--- src/hrsm_pkg.sv ---
// ============================================================================
// hrsm_pkg
// Shared types and constants for the heart rate slot monitor.
// ============================================================================
`default_nettype none

package hrsm_pkg;

    localparam int TIME_W = 32;
    localparam int RATE_W = 16;
    localparam int SLOT_W = 3;
    localparam int CFG_IDX_W = 2;

    localparam logic [1:0] OP_QUERY = 2'd0;
    localparam logic [1:0] OP_MEASURE = 2'd1;
    localparam logic [1:0] OP_LINK_UP = 2'd2;
    localparam logic [1:0] OP_LINK_DOWN = 2'd3;

    localparam logic [7:0] FLAG_WIDE = 8'h01;
    localparam logic [7:0] FLAG_CONTACT = 8'h02;
    localparam logic [7:0] FLAG_SUPPORTED = 8'h04;

    localparam logic [CFG_IDX_W-1:0] REG_STALE_TIMEOUT = 2'd0;
    localparam logic [CFG_IDX_W-1:0] REG_STUCK_TIMEOUT = 2'd1;

    localparam logic [TIME_W-1:0] STALE_TIMEOUT_RESET = 32'd3000;
    localparam logic [TIME_W-1:0] STUCK_TIMEOUT_RESET = 32'd15000;

    typedef struct packed {
        logic load;
        logic exec;
    } hrsm_cmd_t;

endpackage

`default_nettype wire

--- src/hrsm_ctrl.sv ---
// ============================================================================
// hrsm_ctrl
// Sequencer: capture a word, run the slot update, strobe the result.
// ============================================================================
`default_nettype none

module hrsm_ctrl
    import hrsm_pkg::*;
(
    input  wire logic       clk,
    input  wire logic       rst_n,
    input  wire logic       start,
    output logic            busy,
    output logic            done,
    output hrsm_cmd_t       cmd
);

    localparam logic [1:0] ST_IDLE = 2'd0;
    localparam logic [1:0] ST_EXEC = 2'd1;
    localparam logic [1:0] ST_DONE = 2'd2;

    logic [1:0] state_reg;
    logic [1:0] state_next;

    always_comb
    begin
        state_next = state_reg;
        cmd.load = 1'b0;
        cmd.exec = 1'b0;
        unique case (state_reg)
            ST_IDLE, ST_DONE:
            begin
                if (start)
                begin
                    cmd.load = 1'b1;
                    state_next = ST_EXEC;
                end
                else
                begin
                    state_next = ST_IDLE;
                end
            end
            ST_EXEC:
            begin
                cmd.exec = 1'b1;
                state_next = ST_DONE;
            end
            default:
            begin
                state_next = ST_IDLE;
            end
        endcase
    end

    always_ff @(posedge clk or negedge rst_n)
    begin
        if (!rst_n)
        begin
            state_reg <= ST_IDLE;
        end
        else
        begin
            state_reg <= state_next;
        end
    end

    assign busy = (state_reg == ST_EXEC);
    assign done = (state_reg == ST_DONE);

    // accepted word goes to execution next cycle
    a_accept_exec: assert property (@(posedge clk) disable iff (!rst_n)
        (start && !busy) |=> busy)
        else $error("accepted word did not enter execution");

    // execution always ends in one result strobe
    a_exec_done: assert property (@(posedge clk) disable iff (!rst_n)
        busy |=> done)
        else $error("execution did not produce a result");

    // a strobe lasts one cycle
    a_done_single: assert property (@(posedge clk) disable iff (!rst_n)
        done |=> !done)
        else $error("result strobe longer than one cycle");

    // load and exec never issued together
    a_cmd_excl: assert property (@(posedge clk) disable iff (!rst_n)
        !(cmd.load && cmd.exec))
        else $error("load and exec issued together");

endmodule

`default_nettype wire

--- src/hrsm_datapath.sv ---
// ============================================================================
// hrsm_datapath
// Slot records, timeout registers, measurement decode and freshness check.
// ============================================================================
`default_nettype none

module hrsm_datapath
    import hrsm_pkg::*;
#(
    parameter int SLOTS = 8
)
(
    input  wire logic                 clk,
    input  wire logic                 rst_n,
    input  wire hrsm_cmd_t            cmd,
    input  wire logic [1:0]           op,
    input  wire logic [SLOT_W-1:0]    slot,
    input  wire logic [7:0]           payload_length,
    input  wire logic [7:0]           flags_byte,
    input  wire logic [7:0]           rate_low,
    input  wire logic [7:0]           rate_high,
    input  wire logic [TIME_W-1:0]    now_ms,
    input  wire logic                 cfg_we,
    input  wire logic [CFG_IDX_W-1:0] cfg_index,
    input  wire logic [TIME_W-1:0]    cfg_data,
    output logic [SLOT_W-1:0]         slot_out,
    output logic [RATE_W-1:0]         heart_rate,
    output logic                      contact,
    output logic                      contact_supported,
    output logic                      linked,
    output logic                      fresh,
    output logic                      sample_taken
);

    localparam int IDX_W = (SLOTS > 1) ? $clog2(SLOTS) : 1;

    // captured word
    logic [1:0]        op_reg;
    logic [SLOT_W-1:0] slot_reg;
    logic [7:0]        len_reg;
    logic [7:0]        flags_reg;
    logic [7:0]        lo_reg;
    logic [7:0]        hi_reg;
    logic [TIME_W-1:0] now_reg;

    // timeout registers
    logic [TIME_W-1:0] stale_timeout_reg;
    logic [TIME_W-1:0] stuck_timeout_reg;

    // slot records
    logic [RATE_W-1:0] rate_store_reg [SLOTS];
    logic              contact_store_reg [SLOTS];
    logic              supported_store_reg [SLOTS];
    logic              link_store_reg [SLOTS];
    logic              sample_valid_store_reg [SLOTS];
    logic [TIME_W-1:0] sample_time_store_reg [SLOTS];
    logic              change_valid_store_reg [SLOTS];
    logic [RATE_W-1:0] distinct_rate_store_reg [SLOTS];
    logic [TIME_W-1:0] change_time_store_reg [SLOTS];

    // result word
    logic [SLOT_W-1:0] slot_out_reg;
    logic [RATE_W-1:0] rate_out_reg;
    logic              contact_out_reg;
    logic              supported_out_reg;
    logic              linked_out_reg;
    logic              fresh_out_reg;
    logic              taken_out_reg;

    logic [IDX_W-1:0]  idx;
    logic              in_range;
    logic              wide;
    logic              len_ok;
    logic [RATE_W-1:0] rate_dec;
    logic              sup_dec;

    logic [RATE_W-1:0] rate_next;
    logic              contact_next;
    logic              supported_next;
    logic              link_next;
    logic              sample_valid_next;
    logic [TIME_W-1:0] sample_time_next;
    logic              change_valid_next;
    logic [RATE_W-1:0] distinct_rate_next;
    logic [TIME_W-1:0] change_time_next;
    logic              taken_next;
    logic [TIME_W-1:0] sample_age;
    logic [TIME_W-1:0] change_age;
    logic              fresh_next;

    assign idx = IDX_W'(slot_reg);
    assign in_range = (32'(slot_reg) < SLOTS);
    assign wide = ((flags_reg & FLAG_WIDE) != 8'h00);
    assign sup_dec = ((flags_reg & FLAG_SUPPORTED) != 8'h00);
    assign len_ok = (len_reg >= 8'd2) && (!wide || (len_reg >= 8'd3));
    assign rate_dec = wide ? {hi_reg, lo_reg} : {8'h00, lo_reg};

    always_comb
    begin
        rate_next = rate_store_reg[idx];
        contact_next = contact_store_reg[idx];
        supported_next = supported_store_reg[idx];
        link_next = link_store_reg[idx];
        sample_valid_next = sample_valid_store_reg[idx];
        sample_time_next = sample_time_store_reg[idx];
        change_valid_next = change_valid_store_reg[idx];
        distinct_rate_next = distinct_rate_store_reg[idx];
        change_time_next = change_time_store_reg[idx];
        taken_next = 1'b0;
        unique case (op_reg)
            OP_MEASURE:
            begin
                if (len_ok)
                begin
                    rate_next = rate_dec;
                    supported_next = sup_dec;
                    contact_next = sup_dec && ((flags_reg & FLAG_CONTACT) != 8'h00);
                    sample_valid_next = 1'b1;
                    sample_time_next = now_reg;
                    if (!change_valid_store_reg[idx]
                        || (distinct_rate_store_reg[idx] != rate_dec))
                    begin
                        change_valid_next = 1'b1;
                        distinct_rate_next = rate_dec;
                        change_time_next = now_reg;
                    end
                    taken_next = 1'b1;
                end
            end
            OP_LINK_UP:
            begin
                link_next = 1'b1;
            end
            OP_LINK_DOWN:
            begin
                link_next = 1'b0;
                sample_valid_next = 1'b0;
                sample_time_next = '0;
                change_valid_next = 1'b0;
                distinct_rate_next = '0;
                change_time_next = '0;
            end
            OP_QUERY:
            begin
                taken_next = 1'b0;
            end
            default:
            begin
                taken_next = 1'b0;
            end
        endcase
    end

    assign sample_age = now_reg - sample_time_next;
    assign change_age = now_reg - change_time_next;
    assign fresh_next = link_next && sample_valid_next
                        && (sample_age <= stale_timeout_reg)
                        && !(supported_next && !contact_next)
                        && !(change_valid_next && (change_age > stuck_timeout_reg));

    always_ff @(posedge clk)
    begin
        if (cmd.load)
        begin
            op_reg <= op;
            slot_reg <= slot;
            len_reg <= payload_length;
            flags_reg <= flags_byte;
            lo_reg <= rate_low;
            hi_reg <= rate_high;
            now_reg <= now_ms;
        end
        if (cmd.exec)
        begin
            slot_out_reg <= slot_reg;
            rate_out_reg <= in_range ? rate_next : '0;
            contact_out_reg <= in_range && contact_next;
            supported_out_reg <= in_range && supported_next;
            linked_out_reg <= in_range && link_next;
            fresh_out_reg <= in_range && fresh_next;
            taken_out_reg <= in_range && taken_next;
        end
    end

    always_ff @(posedge clk or negedge rst_n)
    begin
        if (!rst_n)
        begin
            stale_timeout_reg <= STALE_TIMEOUT_RESET;
            stuck_timeout_reg <= STUCK_TIMEOUT_RESET;
        end
        else if (cfg_we)
        begin
            if (cfg_index == REG_STALE_TIMEOUT)
            begin
                stale_timeout_reg <= cfg_data;
            end
            else if (cfg_index == REG_STUCK_TIMEOUT)
            begin
                stuck_timeout_reg <= cfg_data;
            end
        end
    end

    always_ff @(posedge clk or negedge rst_n)
    begin
        if (!rst_n)
        begin
            for (int i = 0; i < SLOTS; i++)
            begin
                rate_store_reg[i] <= '0;
                contact_store_reg[i] <= 1'b0;
                supported_store_reg[i] <= 1'b0;
                link_store_reg[i] <= 1'b0;
                sample_valid_store_reg[i] <= 1'b0;
                sample_time_store_reg[i] <= '0;
                change_valid_store_reg[i] <= 1'b0;
                distinct_rate_store_reg[i] <= '0;
                change_time_store_reg[i] <= '0;
            end
        end
        else if (cmd.exec && in_range)
        begin
            rate_store_reg[idx] <= rate_next;
            contact_store_reg[idx] <= contact_next;
            supported_store_reg[idx] <= supported_next;
            link_store_reg[idx] <= link_next;
            sample_valid_store_reg[idx] <= sample_valid_next;
            sample_time_store_reg[idx] <= sample_time_next;
            change_valid_store_reg[idx] <= change_valid_next;
            distinct_rate_store_reg[idx] <= distinct_rate_next;
            change_time_store_reg[idx] <= change_time_next;
        end
    end

    assign slot_out = slot_out_reg;
    assign heart_rate = rate_out_reg;
    assign contact = contact_out_reg;
    assign contact_supported = supported_out_reg;
    assign linked = linked_out_reg;
    assign fresh = fresh_out_reg;
    assign sample_taken = taken_out_reg;

endmodule

`default_nettype wire

--- src/heart_rate_slot_monitor_top.sv ---
// ============================================================================
// heart_rate_slot_monitor_top
// Per-slot heart rate measurement monitor with link and freshness tracking.
//
// Command channel: a word is taken at a rising edge with start high and busy
// low. Fields: op, slot, payload_length, flags_byte, rate_low, rate_high,
// now_ms.
// Result channel: done is high for exactly one cycle with slot_out,
// heart_rate, contact, contact_supported, linked, fresh and sample_taken.
// One result per word: the word is captured at the accepting edge, then busy
// is high only in the update cycle, in which the addressed slot record is read,
// modified and written back; the result is registered and shown with done.
// No word is taken while busy; a new word may be taken while done is shown.
// Config channel: cfg_valid/cfg_ready with cfg_index and cfg_data. Index 0
// is the stale timeout, index 1 the stuck timeout; other indexes are dropped.
// cfg_ready is always high.
// Reset: all slot records clear, timeouts return to 3000 and 15000 ms.
// The receiver cannot stall: results are shown for one cycle only.
// ============================================================================
`default_nettype none

module heart_rate_slot_monitor_top
    import hrsm_pkg::*;
#(
    parameter int SLOTS = 8
)
(
    input  wire logic                 clk,
    input  wire logic                 rst_n,
    input  wire logic                 start,
    output logic                      busy,
    input  wire logic [1:0]           op,
    input  wire logic [SLOT_W-1:0]    slot,
    input  wire logic [7:0]           payload_length,
    input  wire logic [7:0]           flags_byte,
    input  wire logic [7:0]           rate_low,
    input  wire logic [7:0]           rate_high,
    input  wire logic [TIME_W-1:0]    now_ms,
    output logic                      done,
    output logic [SLOT_W-1:0]         slot_out,
    output logic [RATE_W-1:0]         heart_rate,
    output logic                      contact,
    output logic                      contact_supported,
    output logic                      linked,
    output logic                      fresh,
    output logic                      sample_taken,
    input  wire logic                 cfg_valid,
    output logic                      cfg_ready,
    input  wire logic [CFG_IDX_W-1:0] cfg_index,
    input  wire logic [TIME_W-1:0]    cfg_data
);

    hrsm_cmd_t cmd;

    assign cfg_ready = 1'b1;

    hrsm_ctrl u_ctrl (
        .clk   (clk),
        .rst_n (rst_n),
        .start (start),
        .busy  (busy),
        .done  (done),
        .cmd   (cmd)
    );

    hrsm_datapath #(
        .SLOTS (SLOTS)
    ) u_datapath (
        .clk               (clk),
        .rst_n             (rst_n),
        .cmd               (cmd),
        .op                (op),
        .slot              (slot),
        .payload_length    (payload_length),
        .flags_byte        (flags_byte),
        .rate_low          (rate_low),
        .rate_high         (rate_high),
        .now_ms            (now_ms),
        .cfg_we            (cfg_valid && cfg_ready),
        .cfg_index         (cfg_index),
        .cfg_data          (cfg_data),
        .slot_out          (slot_out),
        .heart_rate        (heart_rate),
        .contact           (contact),
        .contact_supported (contact_supported),
        .linked            (linked),
        .fresh             (fresh),
        .sample_taken      (sample_taken)
    );

endmodule

`default_nettype wire
--- config.mk ---
export PLATFORM = sky130hd
export DESIGN_NAME = heart_rate_slot_monitor_top
export DESIGN_NICKNAME = d
export VERILOG_FILES = /design/src/hrsm_pkg.sv /design/src/hrsm_ctrl.sv /design/src/hrsm_datapath.sv /design/src/heart_rate_slot_monitor_top.sv
export SDC_FILE = /design/constraint.sdc
export NUM_CORES = 2
export LEC_CHECK = 0
export BUFFER_PORTS_ARGS = -buffer_cell sky130_fd_sc_hd__clkbuf_2
export CORE_MARGIN = 3
export CORE_UTILIZATION = 52
export CTS_BUF_LIST = sky130_fd_sc_hd__clkbuf_8
export DETAILED_ROUTE_END_ITERATION = 10
export PLACE_DENSITY_LB_ADDON = 0.25
export SYNTH_ARGS = -nofsm -noshare
export SYNTH_HDL_FRONTEND = slang
export SYNTH_SLANG_ARGS = --single-unit
--- constraint.sdc ---
create_clock -name clk -period 14.35 [get_ports clk]
set_clock_uncertainty 0.15 [all_clocks]
set_input_delay 1.435 -clock clk [delete_from_list [all_inputs] [get_ports clk]]
set_output_delay 1.435 -clock clk [all_outputs]
set_load 0.01 [all_outputs]
==> flow_summary.ini <==
[setup_path]
timing.critical_path.fanout_max = 97
worst_path_most_repeated_cell = sky130_fd_sc_hd__inv_1
setup.worst_path.class = reg2reg
crit_arrival_ns = 11.29
slowest_delay_ns = 0.72
cpMaxStageDelayCell = sky130_fd_sc_hd__nor4_1
setup.worst_path.end_class = flip-flop
ff2ff_setup_slack_ns = 3.39
cp_top_family = simple AND/OR/NAND/NOR gates
critPathBufInv = 6
cp-start-kind = flip-flop
required_ns = 14.68

[clock_network]
count_of_cells_resized_by_post_cts_repair = 0
clk_latency_ns = 0.82
post-cts-setup-buffer-count = 0
cts-root-to-sink-buffers = 3
cts_root_buf = sky130_fd_sc_hd__clkbuf_8
numCtsBuffers = 160
cts_tree = done
cts.reportedPaths.clkPinSlew_ns = 0.06
cts_num_sinks = 962
htreeDepth = 4
cts_hold_buf = 0

[route]
drt_iter0_markers = 3119
routed_wl_um = 130000
drtAntennaViolNets = 0
drt-wirelength-per-cell_um = 22.2
via_per_inst = 6.02
drc = 0
drt_pass1_iterations = 6
routed-via-count = 35300

[place]
place.detailed.hpwl_um = 76100
global_placement_routability_congestion = 0.891
place_inst = 5587
dp_worst_setup_slack_ns = 3.67
placement.io_buffers = 127

[yosys]
synth-edff-count = 88
mapped_nets = 4804
synth-seq-cells = 962
distinct_cell_type_count_of_the_synthesized_netlist = 71
postSynth.topFlopCell = sky130_fd_sc_hd__dfrtp_1
syn_area_per_cell_um2 = 9.82
synth_xor_area_share_pct = 1.31
synth_largest_area_cell = sky130_fd_sc_hd__dfrtp_1
synth_top_area_share_pct = 48.0
synth-compound-area-share_pct = 21.0
post_synth_main_area_contributors = sky130_fd_sc_hd__dfrtp_1 (48%), sky130_fd_sc_hd__o21ai_0 (9.4%), sky130_fd_sc_hd__nand2_1 (7.9%), sky130_fd_sc_hd__edfxtp_1 (5.9%), sky130_fd_sc_hd__a22oi_1 (4.1%)
area_fraction_in_and_or_nand_and_nor_cells_after_synthesis_pct = 12.6
largest_family_of_logic_cells_by_synthesized_area = compound AO/OA/AOI/OAI gates
synth.mux.area_fraction_pct = 3.23
synthesis.instances = 4568
yosysWarnings = 0
synth_fa_ha_area_share_pct = 3.63
ys_seq_area_share_pct = 54.7
post_syn_area_um2 = 44800
synth-async-reset-ratio_pct = 90.9

[sta]
report.final.slew_viol_count = 0
period_minus_ws_final_ns = 10.96
report.final.hold_viol_count = 0
grt_setup_unrepaired = no
setup_total_negative_slack_ns = 0
relSlewSlack_pct = 23.3
finalSetupViolations = 0
layout_worst_path_cycle_share_pct = 76.4
fmax_mhz = 91.2
worst_pin_slew_ns = 1.15
setup_slack_ns = 3.39

[floorplanning]
initial_core_util_pct = 52.6
fp.dieH_um = 300
overall_die_area_um2 = 89800
io_pins = 134
core_area_um2 = 85300
die_w_um = 300
placementRows = 107

[power_and_ir_drop]
p_leak_uw = 0.0222
peakVddDrop_mv = 0.0910
power.density_nw_per_um2 = 143

[final_layout]
layout_stage_area_growth_over_the_synthesis_result_pct = 10.3
multiInputGateArea_um2 = 18900
drive_gt1_share_pct = 12.3
non_filler_instance_count_after_layout = 5870
final_core_util_pct = 58.0
nets = 4841
fill_cells = 7512
seq_area_um2 = 24500

[global_routing]
grt_antenna_before_repair = 2
gr-total-overflow = 0
grt_util_all_layers_pct = 29.2
global_route_wire_length_before_repair_um = 203000
grt_pass1_vias = 34300
grt_start_max_net_pins = 176

[hold_path]
worst_min_path_class = reg2reg

[run]
cap_violations = 0

[run_status]
outcome = finished, final reports clean
-- power by group --
group          switching [uW]  total, uW  internal (uW)
clock                    1110       2360           1240
sequential                262       3480           3220
combinational             767       1250            480
total                    2140       7080           4940
-- metrics by stage --
step	hold slack [ns]	instance area [um^2]	total power [uW]
2_1_floorplan	0.271	44800	4330
3_3_place_gp	0.306	46400	4700
3_5_place_dp	0.307	46400	4760
4_1_cts	0.322	49500	7110
5_1_grt	0.341	49500	7480
6_report	0.323	49500	7080
-- placed cells by master, fill, tap and decap left out, types with 15 or more instances in the layout --
cell	Yosys	layout
sky130_fd_sc_hd__mux4_2	24	24
sky130_fd_sc_hd__xor2_1	21	21
sky130_fd_sc_hd__nand4_1	32	32
sky130_fd_sc_hd__edfxtp_1	88	88
sky130_fd_sc_hd__dfrtp_1	860	860
sky130_fd_sc_hd__and3_1	18	17
sky130_fd_sc_hd__buf_4	1	53
sky130_fd_sc_hd__o21ai_0	845	845
sky130_fd_sc_hd__a22oi_1	243	243
sky130_fd_sc_hd__mux2i_1	20	20
sky130_fd_sc_hd__xnor2_1	46	46
sky130_fd_sc_hd__a21o_1	32	32
sky130_fd_sc_hd__o21a_1	26	26
sky130_fd_sc_hd__a211oi_2	43	43
sky130_fd_sc_hd__clkbuf_8	0	192
sky130_fd_sc_hd__nand2_1	948	940
sky130_fd_sc_hd__a31oi_1	15	15
sky130_fd_sc_hd__o21ai_1	24	24
sky130_fd_sc_hd__a22o_1	53	53
sky130_fd_sc_hd__nor2b_1	27	25
sky130_fd_sc_hd__a21oi_1	108	108
sky130_fd_sc_hd__clkbuf_2	0	126
sky130_fd_sc_hd__nand3_1	41	41
sky130_fd_sc_hd__and4_1	25	24
sky130_fd_sc_hd__ha_1	127	127
sky130_fd_sc_hd__nor2_1	227	221
sky130_fd_sc_hd__inv_1	103	165
sky130_fd_sc_hd__mux2_2	63	63
sky130_fd_sc_hd__a221oi_1	65	65
-- Yosys cell counts, types with 12 or more instances --
master / instances
sky130_fd_sc_hd__a211oi_2: 43
sky130_fd_sc_hd__a21o_1: 32
sky130_fd_sc_hd__a21oi_1: 108
sky130_fd_sc_hd__a221oi_1: 65
sky130_fd_sc_hd__a22o_1: 53
sky130_fd_sc_hd__a22oi_1: 243
sky130_fd_sc_hd__a31oi_1: 15
sky130_fd_sc_hd__and3_1: 18
sky130_fd_sc_hd__and4_1: 25
sky130_fd_sc_hd__buf_1: 24
sky130_fd_sc_hd__buf_2: 13
sky130_fd_sc_hd__clkbuf_1: 271
sky130_fd_sc_hd__dfrtp_1: 860
sky130_fd_sc_hd__dfstp_2: 14
sky130_fd_sc_hd__edfxtp_1: 88
sky130_fd_sc_hd__ha_1: 127
sky130_fd_sc_hd__inv_1: 103
sky130_fd_sc_hd__mux2_2: 63
sky130_fd_sc_hd__mux2i_1: 20
sky130_fd_sc_hd__mux4_2: 24
sky130_fd_sc_hd__nand2_1: 948
sky130_fd_sc_hd__nand2b_1: 12
sky130_fd_sc_hd__nand3_1: 41
sky130_fd_sc_hd__nand4_1: 32
sky130_fd_sc_hd__nor2_1: 227
sky130_fd_sc_hd__nor2b_1: 27
sky130_fd_sc_hd__nor3_1: 13
sky130_fd_sc_hd__o21a_1: 26
sky130_fd_sc_hd__o21ai_0: 845
sky130_fd_sc_hd__o21ai_1: 24
sky130_fd_sc_hd__xnor2_1: 46
sky130_fd_sc_hd__xor2_1: 21
-- metal layers --
layer / wire length (um) / vias up / track usage [%] / part of all wire (%)
li1: - / 16300 / - / -
met1: 56600 / 17400 / 41.0 / 43
met2: 59800 / 1400 / 46.4 / 46
met3: 9840 / 268 / 4.75 / 7.6
met4: 3930 / 2 / 9.68 / 3.0
met5: 15 / - / 0 / 0.012
-- area by class of cell --
type                       count  area share (%)
sequential                   962            49.6
multi-input combinational   3191            38.1
tap                         1144            2.89
clock buffer                 192            5.34
antenna                        4          0.0202
inverter                     104           0.789
timing repair buffer         186            2.35
clock inverter                87           0.910
-- logic make-up (layout without fill, tap and decap cells) --
group	count (synthesis)	count (layout)
other	1	5
buffers and inverters	415	569
adder cells (fa/ha/maj)	129	129
multiplexers	107	107
AO/OA/AOI/OAI	1519	1519
AND/OR/NAND/NOR	1368	1368
XOR/XNOR	67	67
flip-flops	962	962
-- path summary, 6_finish.rpt --
path | to | startpoint | cells past startpoint
min | u_datapath.rate_store_reg[54] | u_datapath.rate_store_reg[54] | 2
min reg2reg | u_datapath.rate_store_reg[54] | u_datapath.rate_store_reg[54] | 2
max in group asynchronous | u_datapath.sample_time_store_reg[177] | rst_n | 3
min in group asynchronous | u_datapath.rate_store_reg[117] | rst_n | 1
max reg2reg | u_datapath.fresh | u_datapath.idx[1] | 33
max | u_datapath.fresh | u_datapath.idx[1] | 33
-- worst reg2reg max path, delay by kind of cell, from the launching register on --
kind	cells	cell delay, ns
and+or+nand+nor	11	3.55
AOI/OAI and AO/OA	12	3.35
buffers and inverters	6	2.26
adders and majority gates	3	0.89
DFF	1	0.36
xor gates and xnor gates	1	0.09
Power figures use the tool's default switching activity.
